===== config.mk =====
export PLATFORM = sky130hd
export DESIGN_NAME = text_escape_stream_parser
export DESIGN_NICKNAME = d
export VERILOG_FILES = /design/src/sv/tesp_pkg.sv /design/src/sv/tesp_cell.sv /design/src/sv/tesp_stack.sv /design/src/sv/text_escape_stream_parser.sv
export SDC_FILE = /design/constraint.sdc
export NUM_CORES = 1
export LEC_CHECK = 0
export BUFFER_PORTS_ARGS = -buffer_cell sky130_fd_sc_hd__buf_4
export CORE_UTILIZATION = 30
export CTS_CLUSTER_SIZE = 30
export DETAILED_ROUTE_END_ITERATION = 6
export PLACE_DENSITY_LB_ADDON = 0.05
export RECOVER_POWER = 100
export SYNTH_ARGS = -nofsm -noshare
export SYNTH_HDL_FRONTEND = slang
export SYNTH_SLANG_ARGS = --single-unit

===== constraint.sdc =====
create_clock -name clk -period 62 [get_ports clk]
set_input_delay 9.3 -clock clk [delete_from_list [all_inputs] [get_ports clk]]
set_output_delay 9.3 -clock clk [all_outputs]
set_load 0.005 [all_outputs]

===== src/sv/tesp_pkg.sv =====
// ----------------------------------------------------------------------------
// tesp_pkg
// Shared types and constants for the text escape stream parser: byte codes,
// parser modes, event kinds, register indexes and the colour stack size.
// ----------------------------------------------------------------------------
package tesp_pkg;

  // colour stack size and counter width (count runs 1..STACK_DEPTH)
  localparam int STACK_DEPTH = 16;
  localparam int CNT_W       = $clog2(STACK_DEPTH + 1);

  // configuration port
  localparam int CFG_IDX_W = 8;
  localparam logic [CFG_IDX_W-1:0] CFG_DEFAULT_COLOUR = 8'd0;
  localparam logic [CFG_IDX_W-1:0] CFG_COUNT_TABS     = 8'd1;

  // register reset values
  localparam logic [31:0] RESET_COLOUR     = 32'h0000_00FF;
  localparam logic        RESET_COUNT_TABS = 1'b1;

  // content byte codes
  localparam logic [7:0] CH_TAB        = 8'h09;
  localparam logic [7:0] CH_CR         = 8'h0D;
  localparam logic [7:0] CH_ESC        = 8'h1B;
  localparam logic [7:0] CH_PRINT_LO   = 8'h20;
  localparam logic [7:0] START_LO      = 8'h40;
  localparam logic [7:0] START_HI      = 8'h5E;
  localparam logic [7:0] START_COLOUR  = 8'h43;
  localparam logic [7:0] END_LO        = 8'h60;
  localparam logic [7:0] END_HI        = 8'h7E;
  localparam logic [7:0] END_COLOUR    = 8'h63;
  localparam logic [7:0] COLOUR_PARAMS = 8'd4;
  localparam logic [7:0] TAB_MAX       = 8'd255;

  // parser modes
  localparam logic [1:0] MODE_NORMAL = 2'd0;
  localparam logic [1:0] MODE_CODE   = 2'd1;
  localparam logic [1:0] MODE_COUNT  = 2'd2;
  localparam logic [1:0] MODE_PARAMS = 2'd3;

  // event kinds
  localparam logic [2:0] KIND_TEXT   = 3'd0;
  localparam logic [2:0] KIND_TAB    = 3'd1;
  localparam logic [2:0] KIND_LINE   = 3'd2;
  localparam logic [2:0] KIND_COLOUR = 3'd3;
  localparam logic [2:0] KIND_NONE   = 3'd4;

  // control handed to the colour stack chain
  typedef struct packed {
    logic        push;      // shift every cell one place down, new top enters
    logic        pop;       // shift every cell one place up
    logic        load_top;  // overwrite the top cell only
    logic [31:0] top_data;  // value entering the top cell
  } stack_ctrl_t;

  // one result transaction
  typedef struct packed {
    logic [2:0]  kind;
    logic [7:0]  text_byte;
    logic [31:0] item_colour;
    logic        new_item;
    logic [7:0]  tab_count;
    logic        stack_overflow;
    logic        end_of_content;
  } result_t;

endpackage


===== src/sv/tesp_cell.sv =====
// ----------------------------------------------------------------------------
// tesp_cell
// One colour stack cell: takes the value of its upper neighbor on a push,
// of its lower neighbor on a pop, and holds otherwise.
// ----------------------------------------------------------------------------
module tesp_cell
  import tesp_pkg::*;
(
  input  logic        clk,
  input  logic        take_prev,
  input  logic        take_next,
  input  logic [31:0] prev_data,
  input  logic [31:0] next_data,
  output logic [31:0] data
);

  // entry register, push side wins
  always_ff @(posedge clk) begin
    if (take_prev) begin
      data <= prev_data;
    end else if (take_next) begin
      data <= next_data;
    end
  end

endmodule


===== src/sv/tesp_stack.sv =====
// ----------------------------------------------------------------------------
// tesp_stack
// Colour stack built as a row of cells with the top in cell zero. Push and
// pop move every entry one cell per cycle; overflow rewrites the top cell.
// ----------------------------------------------------------------------------
module tesp_stack
  import tesp_pkg::*;
(
  input  logic        clk,
  input  stack_ctrl_t ctrl,
  output logic [31:0] top,
  output logic [31:0] second
);

  logic [31:0] cell_q [STACK_DEPTH];

  // chain of cells, each wired to both neighbors
  for (genvar i = 0; i < STACK_DEPTH; i++) begin : g_cell
    logic        take_prev;
    logic [31:0] prev_data;
    logic [31:0] next_data;

    if (i == 0) begin : g_top
      assign take_prev = ctrl.push | ctrl.load_top;
      assign prev_data = ctrl.top_data;
    end else begin : g_inner
      assign take_prev = ctrl.push;
      assign prev_data = cell_q[i-1];
    end

    if (i == STACK_DEPTH - 1) begin : g_bottom
      assign next_data = cell_q[i];
    end else begin : g_link
      assign next_data = cell_q[i+1];
    end

    tesp_cell u_cell (
      .clk       (clk),
      .take_prev (take_prev),
      .take_next (ctrl.pop),
      .prev_data (prev_data),
      .next_data (next_data),
      .data      (cell_q[i])
    );
  end

  assign top    = cell_q[0];
  assign second = cell_q[1];

endmodule


===== src/sv/text_escape_stream_parser.sv =====
// ----------------------------------------------------------------------------
// text_escape_stream_parser
// Splits a stream of text content bytes into text, tab, line break and
// colour change events, following escape sequences and a colour stack.
// ----------------------------------------------------------------------------
// The parser takes one content byte per clock while in_stall is low and
// returns exactly one result transaction per byte. All parser state and the
// colour stack move on the edge that accepts the byte: the stack is a row
// of cells that shift one place on a push or pop, so the byte rate is set by
// the escape decode plus the stack move, one byte per cycle. An output
// register with a one-entry skid stage lets input continue while a result
// waits. The colour stack needs no clearing pass after reset; only the top
// cell is reloaded. Writing default_colour restarts the parser.
module text_escape_stream_parser
  import tesp_pkg::*;
(
  input  logic                 clk,
  input  logic                 rst,
  // content byte input
  input  logic                 in_valid,
  output logic                 in_stall,
  input  logic [7:0]           data_byte,
  input  logic                 last,
  // event output
  output logic                 out_valid,
  input  logic                 out_stall,
  output logic [2:0]           kind,
  output logic [7:0]           text_byte,
  output logic [31:0]          item_colour,
  output logic                 new_item,
  output logic [7:0]           tab_count,
  output logic                 stack_overflow,
  output logic                 end_of_content,
  // configuration write
  input  logic                 cfg_valid,
  output logic                 cfg_ready,
  input  logic [CFG_IDX_W-1:0] cfg_index,
  input  logic [31:0]          cfg_data
);

  // configuration registers
  logic [31:0] default_colour;
  logic        count_tabs;

  // parser state
  logic [1:0]       parse_mode, parse_mode_next;
  logic             capture_colour, capture_colour_next;
  logic [7:0]       params_left, params_left_next;
  logic [23:0]      colour_bytes, colour_bytes_next;
  logic             item_has_text, item_has_text_next;
  logic [7:0]       tabs_before_item, tabs_before_item_next;
  logic [CNT_W-1:0] stack_count, stack_count_next;

  // output staging
  result_t out_q, skid_q, res;
  logic    skid_valid;

  logic        in_acc, cfg_acc, cfg_restart, restart;
  logic        push, pop, load_top;
  logic [31:0] new_colour, stack_top, stack_second;
  stack_ctrl_t sctrl;

  assign cfg_ready   = 1'b1;
  assign cfg_acc     = cfg_valid & cfg_ready;
  assign cfg_restart = cfg_acc && (cfg_index == CFG_DEFAULT_COLOUR);
  assign in_stall    = skid_valid;
  assign in_acc      = in_valid & ~in_stall;
  assign restart     = rst | cfg_restart | (in_acc & last);

  // configuration registers
  always_ff @(posedge clk) begin
    if (rst) begin
      default_colour <= RESET_COLOUR;
      count_tabs     <= RESET_COUNT_TABS;
    end else if (cfg_acc) begin
      if (cfg_index == CFG_DEFAULT_COLOUR) begin
        default_colour <= cfg_data;
      end else if (cfg_index == CFG_COUNT_TABS) begin
        count_tabs <= cfg_data[0];
      end
    end
  end

  // escape decode and item bookkeeping for one byte
  always_comb begin
    logic normal;
    normal                = 1'b0;
    parse_mode_next       = parse_mode;
    capture_colour_next   = capture_colour;
    params_left_next      = params_left;
    colour_bytes_next     = colour_bytes;
    item_has_text_next    = item_has_text;
    tabs_before_item_next = tabs_before_item;
    stack_count_next      = stack_count;
    push                  = 1'b0;
    pop                   = 1'b0;
    load_top              = 1'b0;
    new_colour            = {colour_bytes, ~data_byte};
    res                   = '0;
    res.kind              = KIND_NONE;

    unique case (parse_mode)
      MODE_CODE: begin
        parse_mode_next = MODE_NORMAL;
        if (data_byte >= START_LO && data_byte <= START_HI) begin
          parse_mode_next     = MODE_COUNT;
          capture_colour_next = (data_byte == START_COLOUR);
        end else if (data_byte >= END_LO && data_byte <= END_HI) begin
          // colour end code pops, never below the bottom entry
          if (data_byte == END_COLOUR && stack_count > CNT_W'(1)) begin
            pop              = 1'b1;
            stack_count_next = stack_count - CNT_W'(1);
            res.new_item     = item_has_text;
            if (item_has_text) begin
              item_has_text_next    = 1'b0;
              tabs_before_item_next = '0;
            end
            res.kind = KIND_COLOUR;
          end
        end else begin
          normal = 1'b1;
        end
      end
      MODE_COUNT: begin
        params_left_next  = data_byte;
        colour_bytes_next = '0;
        if (data_byte != COLOUR_PARAMS) begin
          capture_colour_next = 1'b0;
        end
        parse_mode_next = (data_byte == 8'd0) ? MODE_NORMAL : MODE_PARAMS;
      end
      MODE_PARAMS: begin
        if (capture_colour) begin
          if (params_left > 8'd1) begin
            colour_bytes_next = {colour_bytes[15:0], data_byte};
          end else begin
            // fourth parameter completes the colour
            res.new_item = item_has_text;
            if (item_has_text) begin
              item_has_text_next    = 1'b0;
              tabs_before_item_next = '0;
            end
            if (stack_count >= CNT_W'(STACK_DEPTH)) begin
              load_top           = 1'b1;
              res.stack_overflow = 1'b1;
            end else begin
              push             = 1'b1;
              stack_count_next = stack_count + CNT_W'(1);
            end
            res.kind = KIND_COLOUR;
          end
        end
        params_left_next = params_left - 8'd1;
        if (params_left_next == 8'd0) begin
          parse_mode_next     = MODE_NORMAL;
          capture_colour_next = 1'b0;
        end
      end
      default: begin
        normal = 1'b1;
      end
    endcase

    // ordinary byte handling
    if (normal) begin
      priority if (data_byte == CH_TAB) begin
        res.new_item = item_has_text_next;
        if (item_has_text_next) begin
          item_has_text_next    = 1'b0;
          tabs_before_item_next = '0;
        end
        if (count_tabs && tabs_before_item_next != TAB_MAX) begin
          tabs_before_item_next = tabs_before_item_next + 8'd1;
        end
        res.kind = KIND_TAB;
      end else if (data_byte == CH_CR) begin
        item_has_text_next    = 1'b0;
        tabs_before_item_next = '0;
        res.new_item          = 1'b1;
        res.kind              = KIND_LINE;
      end else if (data_byte == CH_ESC) begin
        parse_mode_next = MODE_CODE;
      end else if (data_byte >= CH_PRINT_LO) begin
        item_has_text_next = 1'b1;
        res.text_byte      = data_byte;
        res.kind           = KIND_TEXT;
      end else begin
        // other control bytes are dropped
        res.kind = KIND_NONE;
      end
    end

    res.item_colour    = (push | load_top) ? new_colour :
                         pop               ? stack_second : stack_top;
    res.tab_count      = tabs_before_item_next;
    res.end_of_content = last;
  end

  // parser state registers
  always_ff @(posedge clk) begin
    if (restart) begin
      parse_mode       <= MODE_NORMAL;
      capture_colour   <= 1'b0;
      params_left      <= '0;
      colour_bytes     <= '0;
      item_has_text    <= 1'b0;
      tabs_before_item <= '0;
      stack_count      <= CNT_W'(1);
    end else if (in_acc) begin
      parse_mode       <= parse_mode_next;
      capture_colour   <= capture_colour_next;
      params_left      <= params_left_next;
      colour_bytes     <= colour_bytes_next;
      item_has_text    <= item_has_text_next;
      tabs_before_item <= tabs_before_item_next;
      stack_count      <= stack_count_next;
    end
  end

  // stack control, restart reloads the top cell with the base colour
  always_comb begin
    sctrl          = '0;
    sctrl.push     = in_acc & push & ~restart;
    sctrl.pop      = in_acc & pop & ~restart;
    sctrl.load_top = restart | (in_acc & load_top);
    if (rst) begin
      sctrl.top_data = RESET_COLOUR;
    end else if (cfg_restart) begin
      sctrl.top_data = cfg_data;
    end else if (in_acc & last) begin
      sctrl.top_data = default_colour;
    end else begin
      sctrl.top_data = new_colour;
    end
  end

  tesp_stack u_stack (
    .clk    (clk),
    .ctrl   (sctrl),
    .top    (stack_top),
    .second (stack_second)
  );

  // output register with skid entry
  always_ff @(posedge clk) begin
    if (rst) begin
      out_valid  <= 1'b0;
      skid_valid <= 1'b0;
    end else if (!out_valid || !out_stall) begin
      if (skid_valid) begin
        out_valid  <= 1'b1;
        skid_valid <= 1'b0;
      end else begin
        out_valid <= in_acc;
      end
    end else if (in_acc) begin
      skid_valid <= 1'b1;
    end
  end

  always_ff @(posedge clk) begin
    if (!out_valid || !out_stall) begin
      out_q <= skid_valid ? skid_q : res;
    end else if (in_acc) begin
      skid_q <= res;
    end
  end

  assign kind           = out_q.kind;
  assign text_byte      = out_q.text_byte;
  assign item_colour    = out_q.item_colour;
  assign new_item       = out_q.new_item;
  assign tab_count      = out_q.tab_count;
  assign stack_overflow = out_q.stack_overflow;
  assign end_of_content = out_q.end_of_content;

  // stack count stays within the cell row
  assert property (@(posedge clk) disable iff (rst)
    stack_count != '0 && stack_count <= CNT_W'(STACK_DEPTH))
    else $error("colour stack count out of range");

  // a held skid entry implies the output register is full
  assert property (@(posedge clk) disable iff (rst)
    skid_valid |-> out_valid)
    else $error("skid entry without output entry");

  // a pop that is not overridden by a restart lowers the count by one
  assert property (@(posedge clk) disable iff (rst)
    (sctrl.pop && !restart) |=> stack_count == $past(stack_count) - CNT_W'(1))
    else $error("colour pop did not lower the stack count");

  // an overflow result never comes with a growing stack
  assert property (@(posedge clk) disable iff (rst)
    (in_acc && res.stack_overflow && !restart) |=> stack_count == CNT_W'(STACK_DEPTH))
    else $error("overflow reported with stack not full");

endmodule

==> impl_metrics.json, run 1 <==
{
  "setup_violations": 0,
  "power_density_nw_per_um2": 28.36,
  "hold_class": "register to register",
  "worst_slew_pin_slew_ps": 9873,
  "cts.repair.resized": 0,
  "viasPerCell": 4.843,
  "numClockSinks": 704,
  "postRouteAntennaNets": 0,
  "ys_ff_latch": 704,
  "post_cts_buffers": 0,
  "worstSetupPathType": "input port to register",
  "grt_first_pass_wirelength_mm": 112.8,
  "drive_above_1_share": 0.3020,
  "hold_slack_ps": 444.1,
  "holdBufCountCts": 0,
  "drtIter0Drc": 1225,
  "p_leak_uw": 0.01144,
  "synthTopCellsByArea": "edfxtp_1 (60%), mux2_2 (17%), dfxtp_1 (5.4%), nand2_1 (2.3%), buf_6 (1.7%)",
  "hp-start": "u_stack.g_cell[14].u_cell.data[31]$_DFFE_PP_",
  "cts_tree": "yes",
  "die_w_um": 324.1,
  "die_h_um": 324.1,
  "synth_cell_types": 68,
  "drtPass1Iterations": 5,
  "finalNetCount": 2275,
  "portBuffers": 109,
  "numCtsBuffers": 82,
  "r2r_slack_ps": 45490,
  "synth.avg_cell_area_um2": 14.57,
  "synth-seq-area-share": 0.6522,
  "die_area_um2": 105000,
  "relSlewSlack": -5.582,
  "grt_usage": 0.1400,
  "setup_tns_ps": 0,
  "grt_max_degree": 184,
  "hold_depth": 0,
  "async_reset_ff_frac": 0,
  "coreArea_um2": 102300,
  "routed_wl_mm": 73.01,
  "worst_r2r_endpoint": "u_stack.g_cell[10].u_cell.data[29]$_DFFE_PP_",
  "dp_hpwl_mm": 45.13,
  "cp-start-kind": "input port",
  "fin_worst_skew_ps": 25.59,
  "arrival_ps": 24850,
  "worstPathMaxFanout": 183,
  "hold_end": "u_stack.g_cell[15].u_cell.data[31]$_DFFE_PP_",
  "peakVddDrop_uv": 18.34,
  "outcome": "complete, but fails checks",
  "synth_top_area_cell": "edfxtp_1",
  "violations": "max-capacitance violations, max-slew violations",
  "fmax_mhz": 40.44,
  "synth_edf_count": 620,
  "synth_top_cell_area_share": 0.5982,
  "netlist_instances": 2136,
  "finalCritPeriodShare": 0.3989,
  "core.rowCount": 117,
  "required_ps": 62120,
  "mappedNetlistNets": 2197,
  "yosysWarnings": 0,
  "worstSetupStartpoint": "data_byte[7]",
  "grt_overflow": 0,
  "worstReg2RegStart": "parse_mode[0]$_SDFFE_PP0P_",
  "cts_root_buf": "clkbuf_16",
  "ioPinCount": 111,
  "syn_to_final_growth_pct": 13.52,
  "worst_r2r_path_depth": 8,
  "hold_viol_final": 0,
  "slew_viol_final": 1363,
  "place.gp.congestion": 0.8168,
  "wire_per_inst_um": 20.02,
  "grt_pass1_vias": 18417,
  "initial_core_util": 0.3042,
  "netlist_area_um2": 31120,
  "cts.path.max_buffers": 3,
  "cap_violations": 21,
  "endpoint_kind": "register",
  "final.min_clock_period_ps": 24730,
  "ys.flop_type": "edfxtp_1",
  "antennaDiodeCount": 0,
  "rsz0062_at_grt": "false",
  "htree_num_levels": 3,
  "clkLatencyLatePin_ps": 640,
  "antenna_found_initial": 1,
  "routed-via-count": 17656,
  "drc": 0,
  "cts.clk_slew.worst_paths_ps": 60
}
[flip-flops by register name (all words and copies together), names as in the netlist, 2 cells and up]
| signal | count |
|---|---|
| u_stack.g_cell.u_cell.data | 512 |
| skid_q | 54 |
| default_colour | 32 |
| item_colour | 32 |
| colour_bytes | 24 |
| params_left | 8 |
| tab_count | 8 |
| tabs_before_item | 8 |
| text_byte | 8 |
| stack_count | 5 |
| kind | 3 |
| parse_mode | 2 |
[cell families after synthesis]
logic type      synth area share
compound gates           0.06211
xor+xnor                0.001407
fa+ha+maj               0.002814
buf+inv                  0.03517
flops                     0.6522
mux                       0.1800
other cells            0.0001205
simple gates             0.06617
[area by class of cell]
| type | count | area, µm² |
|---|---|---|
| multi-input combinational | 1241 | 9756 |
| fill | 9977 | 66990 |
| inverter | 44 | 165.2 |
| timing repair buffer | 141 | 923.4 |
| tap | 1368 | 1712 |
| sequential | 704 | 20300 |
| clock buffer | 112 | 2258 |
| clock inverter | 36 | 220.2 |
[per-stage QoR]
stage / setup slack, ps / utilization / cell area (µm²) / power [µW] / cells
3_5_place_dp: 47800 / 0.3231 / 33060 / 560.4 / 3498
2_1_floorplan: 31380 / - / 31120 / 541.7 / 2136
4_1_cts: 48470 / 0.3473 / 35540 / 1024 / 3646
6_report: 37270 / 0.3453 / 35330 / 1002 / 3646
3_3_place_gp: 47870 / 0.3231 / 33060 / 560.3 / 3498
5_1_grt: 35400 / 0.3453 / 35330 / 1042 / 3646
[routing by layer]
layer	GRT usage	vias to the layer above	wire (µm)
met5	0	-	12
met3	0.02422	119	2474
li1	-	8352	-
met1	0.1813	8893	32670
met4	0.04885	2	2153
met2	0.2347	290	35690
[worst max path at each step]
stage	to	slack, ps	cells after the start
floorplan	u_stack.g_cell[10].u_cell.data[0]$_DFFE_PP_	31380	8
global placement	u_stack.g_cell[13].u_cell.data[25]$_DFFE_PP_	47870	9
detailed placement	u_stack.g_cell[3].u_cell.data[29]$_DFFE_PP_	47800	11
CTS	u_stack.g_cell[6].u_cell.data[25]$_DFFE_PP_	48470	11
global route	u_stack.g_cell[11].u_cell.data[28]$_DFFE_PP_	35400	9
finish	u_stack.g_cell[10].u_cell.data[29]$_DFFE_PP_	37270	9
[layout by cell type, fill, tap and decap left out, drive strengths merged, types with 9 or more instances in the layout]
cell type    n
a2111oi     13
a21oi       97
a221oi      28
a31oi       17
and2        13
and3         9
buf         59
clkbuf     194
clkinv      32
dfxtp       84
edfxtp     620
inv         46
mux2       462
mux2i       40
nand2      192
nand3       41
nand4       10
nor2        54
nor3        37
nor4        23
o211ai       9
o21a        14
o21ai       55
o22ai       11
o31ai       10
[where the power goes]
| part | total, µW | switching [µW] | internal, µW |
|---|---|---|---|
| Clock | 454 | 191 | 262 |
| Combinational | 29.0 | 18.8 | 10.2 |
| Sequential | 520 | 2.86 | 517 |
[synth_stat cells (23+ instances only)]
master	number
nor4_1	23
nand2_1	192
mux2i_1	40
mux2_2	462
edfxtp_1	620
nor3_1	36
a21oi_1	97
nor2_1	54
nand3_1	41
a221oi_1	28
inv_1	44
dfxtp_1	84
clkbuf_1	78
buf_6	48
o21ai_0	54
[worst max-delay path, stage by stage]
cell,delay [ps]
clkbuf_1,280
nor2b_1,400
nand3_1,200
nor4bb_4,280
clkbuf_1,2140
a21oi_1,40
nor2_1,1430
clkbuf_1,6870
clkbuf_1,3500
No activity file was read; power rests on OpenSTA's default activity.
==> run 2, diff against run 1 <==
- ABC_AREA: not set -> 1
- clock period: 62 -> 19.8 ns (I/O delays scaled with it)
==> run 2 against run 1 <==
  * The flow still finishes with violations (max-capacitance violations, max-slew violations)
  * Utilization shrank 0.13 points
  * Count of clock-buffer cells in the layout up 3
  * Via count is 20% higher
  * Total power grew to 3.2 times the previous value
  * Setup slack got worse by 30000 ps
  * Global-route usage is 0.45 points higher
==> impl_metrics.json, run 2 <==
{
  "fin_worst_skew_ps": 28.62,
  "synth-seq-area-share": 0.6535,
  "cts_tree": "yes",
  "violations": "max-capacitance violations, max-slew violations",
  "htree_num_levels": 3,
  "dp_hpwl_mm": 47.59,
  "relSlewSlack": -2.449,
  "nFillCells": 10568,
  "drc": 0,
  "postRouteAntennaNets": 0,
  "place.gp.congestion": 0.8287,
  "setup_violations": 0,
  "seq_area_um2": 20300,
  "mappedNetlistNets": 3170,
  "coreArea_um2": 102200,
  "final_common_cell": "nand2_1",
  "drive_above_1_share": 0.07336,
  "grt_first_pass_wirelength_mm": 119.1,
  "yosysWarnings": 0,
  "post-route-util": 0.3440,
  "power_density_nw_per_um2": 91.02,
  "endpoint_kind": "register",
  "layout_common_cells": "nand2_1 (988), edfxtp_1 (620), o21ai_0 (582), inv_1 (326), clkbuf_16 (88)",
  "portBuffers": 109,
  "grt_overflow": 0,
  "viasPerCell": 4.624,
  "multi_input_area_um2": 8401,
  "required_ps": 19930,
  "synth.avg_cell_area_um2": 9.991,
  "final.min_clock_period_ps": 12490,
  "outcome": "complete, but fails checks",
  "synth_cell_types": 42,
  "drtPass1Iterations": 5,
  "worstSetupPathType": "input port to register",
  "die_h_um": 323.8,
  "finalNetCount": 3213,
  "clkLatencyLatePin_ps": 660,
  "async_reset_ff_frac": 0,
  "cts.path.max_buffers": 3,
  "synth_top_cell_area_share": 0.5994,
  "initial_core_util": 0.3040,
  "worstPathMaxFanout": 215,
  "numClockSinks": 704,
  "holdBufCountCts": 0,
  "antenna_found_initial": 0,
  "worst_slew_pin_slew_ps": 5145,
  "routed-via-count": 21203,
  "die_area_um2": 104800,
  "synth_top_area_cell": "edfxtp_1",
  "place_ws_ps": 10380,
  "syn_to_final_growth_pct": 13.16,
  "netlist_area_um2": 31060,
  "grt_max_degree": 216,
  "die_w_um": 323.8,
  "hold_slack_ps": 444.3,
  "synth.most_common_cell": "nand2_1",
  "slew_viol_final": 889,
  "hold_viol_final": 0,
  "ys.flop_type": "edfxtp_1",
  "p_leak_uw": 0.01373,
  "grt_usage": 0.1445,
  "peakVddDrop_uv": 64.83,
  "netlist_instances": 3109,
  "cts.repair.resized": 0,
  "hold_class": "register to register",
  "core.rowCount": 117,
  "drtIter0Drc": 1735,
  "cts_root_buf": "clkbuf_16",
  "cap_violations": 13,
  "ys_top_cells_by_count": "nand2_1 (986), edfxtp_1 (620), o21ai_0 (362), inv_1 (323), o21ai_1 (220)",
  "ioPinCount": 111,
  "regMostFlops": "u_stack.g_cell.u_cell.data",
  "ys_ff_latch": 704,
  "largest_register_ffs": 512,
  "cts.clk_slew.worst_paths_ps": 60,
  "cp-start-kind": "input port",
  "grt_pass1_vias": 20777,
  "synthTopCellsByArea": "edfxtp_1 (60%), nand2_1 (12%), o21ai_0 (5.8%), dfxtp_1 (5.4%), inv_1 (3.9%)",
  "antennaDiodeCount": 0,
  "p_total_uw": 3199,
  "finalCritPeriodShare": 0.6306,
  "routed_wl_mm": 75.93,
  "setup_ws_ps": 7315,
  "numCtsBuffers": 86,
  "fmax_mhz": 80.09,
  "arrival_ps": 12620,
  "rsz0062_at_grt": "false",
  "reg_top3": "u_stack.g_cell.u_cell.data x512, skid_q x54",
  "wire_per_inst_um": 16.56,
  "synth_edf_count": 620,
  "setup_tns_ps": 0,
  "post_cts_buffers": 0
}
[run 2: changes by cell type after synthesis, sizes merged, moves of 29 or more]
| cell | previous run | this run |
|---|---|---|
| clkbuf | 78 | 45 |
| nand2 | 192 | 989 |
| a21oi | 97 | 68 |
| nor2 | 54 | 86 |
| mux2 | 462 | 0 |
| nand3 | 41 | 88 |
| mux2i | 40 | 0 |
| inv | 44 | 333 |
| o21ai | 55 | 587 |
| buf | 69 | 134 |
[run 2: power by group]
part / switching (µW) / total (µW) / leakage (µW) / internal, µW
registers: 8.31 / 1630 / 0.00612 / 1620
clock network: 628 / 1470 / 0.00126 / 837
logic: 70.6 / 103 / 0.00635 / 32.7
[run 2: area by class of cell]
class,count,share of cell area
Clock buffer,115,0.06610
Clock inverter,38,0.007190
Inverter,333,0.03560
Multi-Input combinational cell,1893,0.2390
Sequential cell,704,0.5775
Tap cell,1368,0.04870
Timing Repair Buffer,134,0.02588
[run 2: critical path: stages]
cell and delay (ps):
clkbuf_1 290, inv_1 610, nand2_1 440, nor2_1 1360
nand4_4 180, buf_12 380, o21ai_0 170, clkbuf_1 2830
clkbuf_1 3280
[run 2: per-stage QoR]
stage	cells	instance area (µm²)
5_1_grt	4585	35150
3_5_place_dp	4432	32740
6_report	4585	35150
3_3_place_gp	4432	32740
4_1_cts	4585	35310
2_1_floorplan	3109	31070
[run 2: routing by layer]
metal	vias to the layer above	global-route usage	part of all wire
li1	10518	-	-
met1	10172	0.2076	0.49
met2	386	0.2170	0.44
met3	127	0.02479	0.042
met4	0	0.05356	0.032
met5	-	0	0
[run 2: final timing paths]
path | cells after the start | slack (ps) | start | endpoint
max reg2reg | 11 | 7960 | in_stall$_SDFFE_PP0P_ | u_stack.g_cell[14].u_cell.data[27]$_DFFE_PP_
min reg2reg | 0 | 440 | u_stack.g_cell[14].u_cell.data[22]$_DFFE_PP_ | u_stack.g_cell[15].u_cell.data[22]$_DFFE_PP_
min | 0 | 440 | u_stack.g_cell[14].u_cell.data[22]$_DFFE_PP_ | u_stack.g_cell[15].u_cell.data[22]$_DFFE_PP_
max | 9 | 7310 | rst | u_stack.g_cell[14].u_cell.data[27]$_DFFE_PP_
[run 2: cells by family after synthesis]
| group | count (synthesis) | share of synthesized area |
|---|---|---|
| XOR/XNOR | 7 | 0.001974 |
| AND/OR/NAND/NOR | 1192 | 0.1522 |
| buffers and inverters | 512 | 0.07597 |
| AO/OA/AOI/OAI | 686 | 0.1134 |
| flip-flops | 704 | 0.6535 |
| other | 1 | 0.0001207 |
| adder cells (fa/ha/maj) | 7 | 0.002819 |
==> run 3, diff against run 2 <==
- clock period: 19.8 -> 11.13 ns (I/O delays scaled with it)
==> run 3 against run 2 <==
  * The flow still finishes with violations (max-capacitance violations, max-slew violations)
  * Utilization hardly changed
  * Die area is the same
  * Register-to-register slack got worse by 4100 ps
==> impl_metrics.json, run 3 (same netlist as run 2, synthesis figures left out) <==
{
  "place.gp.congestion": 0.8034,
  "routed_wl_mm": 75.55,
  "grt_max_degree": 245,
  "hold_slack_ps": 445.9,
  "cp-start-kind": "input port",
  "finalNetCount": 3208,
  "grt_pass1_vias": 20746,
  "core.rowCount": 117,
  "numCtsBuffers": 84,
  "largest_register_ffs": 512,
  "finalCritPeriodShare": 0.6646,
  "syn_to_final_growth_pct": 13.05,
  "post-route-util": 0.3437,
  "postRouteAntennaNets": 0,
  "worst_slew_pin_slew_ps": 3182,
  "endpoint_kind": "register",
  "arrival_ps": 7600,
  "post_cts_buffers": 0,
  "worst_r2r_path_depth": 9,
  "outcome": "complete, but fails checks",
  "setup_violations": 0,
  "required_ps": 11330,
  "use_met2": 0.2179,
  "holdBufCountCts": 0,
  "drtPass1Iterations": 5,
  "ioPinCount": 111,
  "htree_num_levels": 3,
  "wire_per_inst_um": 16.50,
  "cts.clk_slew.worst_paths_ps": 60,
  "grt_busiest_layer": "met2",
  "dpl_cell_area_um2": 32750,
  "numClockSinks": 704,
  "drtIter0Drc": 1694,
  "reg_top3": "u_stack.g_cell.u_cell.data x512, skid_q x54",
  "cap_violations": 10,
  "place_ws_ps": 4928,
  "final.min_clock_period_ps": 7397,
  "setup_tns_ps": 0,
  "cts.repair.resized": 0,
  "portBuffers": 109,
  "fin_worst_skew_ps": 30.51,
  "grt_usage": 0.1461,
  "cts_root_buf": "clkbuf_16",
  "grtUsageMet3": 0.02735,
  "antenna_found_initial": 0,
  "grt_first_pass_wirelength_mm": 120.2,
  "drc": 0,
  "worstPathMaxFanout": 24,
  "drive_above_1_share": 0.07007,
  "relSlewSlack": -1.121,
  "violations": "max-capacitance violations, max-slew violations",
  "routed-via-count": 21050,
  "rsz0062_at_grt": "false",
  "setup_ws_ps": 3733,
  "hold_depth": 2,
  "cts.path.max_buffers": 3,
  "die_h_um": 323.8,
  "hold_class": "register to register",
  "slew_viol_final": 459,
  "die_area_um2": 104800,
  "layout_common_cells": "nand2_1 (989), edfxtp_1 (620), o21ai_0 (581), inv_1 (329)",
  "peakVddDrop_uv": 100.8,
  "final_common_cell": "nand2_1",
  "design_area_um2": 35120,
  "initial_core_util": 0.3040,
  "worstSetupPathType": "input port to register",
  "power_density_nw_per_um2": 161.6,
  "hold_viol_final": 0,
  "antennaDiodeCount": 0,
  "clkLatencyLatePin_ps": 660,
  "use_met1": 0.2101,
  "fmax_mhz": 135.2,
  "coreArea_um2": 102200,
  "die_w_um": 323.8,
  "viasPerCell": 4.597,
  "grt_overflow": 0,
  "cts_tree": "yes",
  "regMostFlops": "u_stack.g_cell.u_cell.data",
  "p_leak_uw": 0.01372,
  "dp_hpwl_mm": 46.75
}
## run 3: metrics by stage
| step | cells | total power (µW) |
|---|---|---|
| final | 4579 | 5674 |
| after global placement | 4429 | 3148 |
| after CTS | 4579 | 5793 |
| after floorplan | 3109 | 3043 |
| after detailed placement | 4429 | 3150 |
| after global routing | 4579 | 5892 |
## run 3: layout make-up
type                       instances  area (µm²)
fill                           10518       67060
sequential                       704       20300
multi-input combinational       1893        8376
clock inverter                    42       336.6
timing repair buffer             131       923.4
clock buffer                     108        2213
tap                             1368        1712
inverter                         333        1257
## run 3: report_power, final
group          internal (µW)  switching, µW
Clock                   1480           1110
Combinational           57.6            125
Sequential              2890           15.1
Total                   4420           1260
## run 3: path summary, 6_finish.rpt
path	start	endpoint	slack [ps]
worst min register to register	default_colour[26]$_SDFFE_PP0P_	default_colour[26]$_SDFFE_PP0P_	450
worst max register to register	in_stall$_SDFFE_PP0P_	colour_bytes[9]$_SDFFE_PP0P_	3840
worst min-delay path	default_colour[26]$_SDFFE_PP0P_	default_colour[26]$_SDFFE_PP0P_	450
worst max-delay path	cfg_index[5]	u_stack.g_cell[0].u_cell.data[13]$_DFFE_PP_	3730
## run 3: routing by layer
layer | vias up | share of wire
met5 | - | 0
met4 | 0 | 0.032
met3 | 96 | 0.042
met2 | 396 | 0.43
met1 | 10069 | 0.49
li1 | 10489 | -
## run 3: critical path, stage by stage
cell      delay [ps]
clkbuf_4         100
nor2_1            30
nand2_1           80
nor2_1            50
nand2_1          530
nand2_1          530
nor2_1          1300
inv_1            160
a21oi_1          990
o21ai_0         1310
clkbuf_1         820
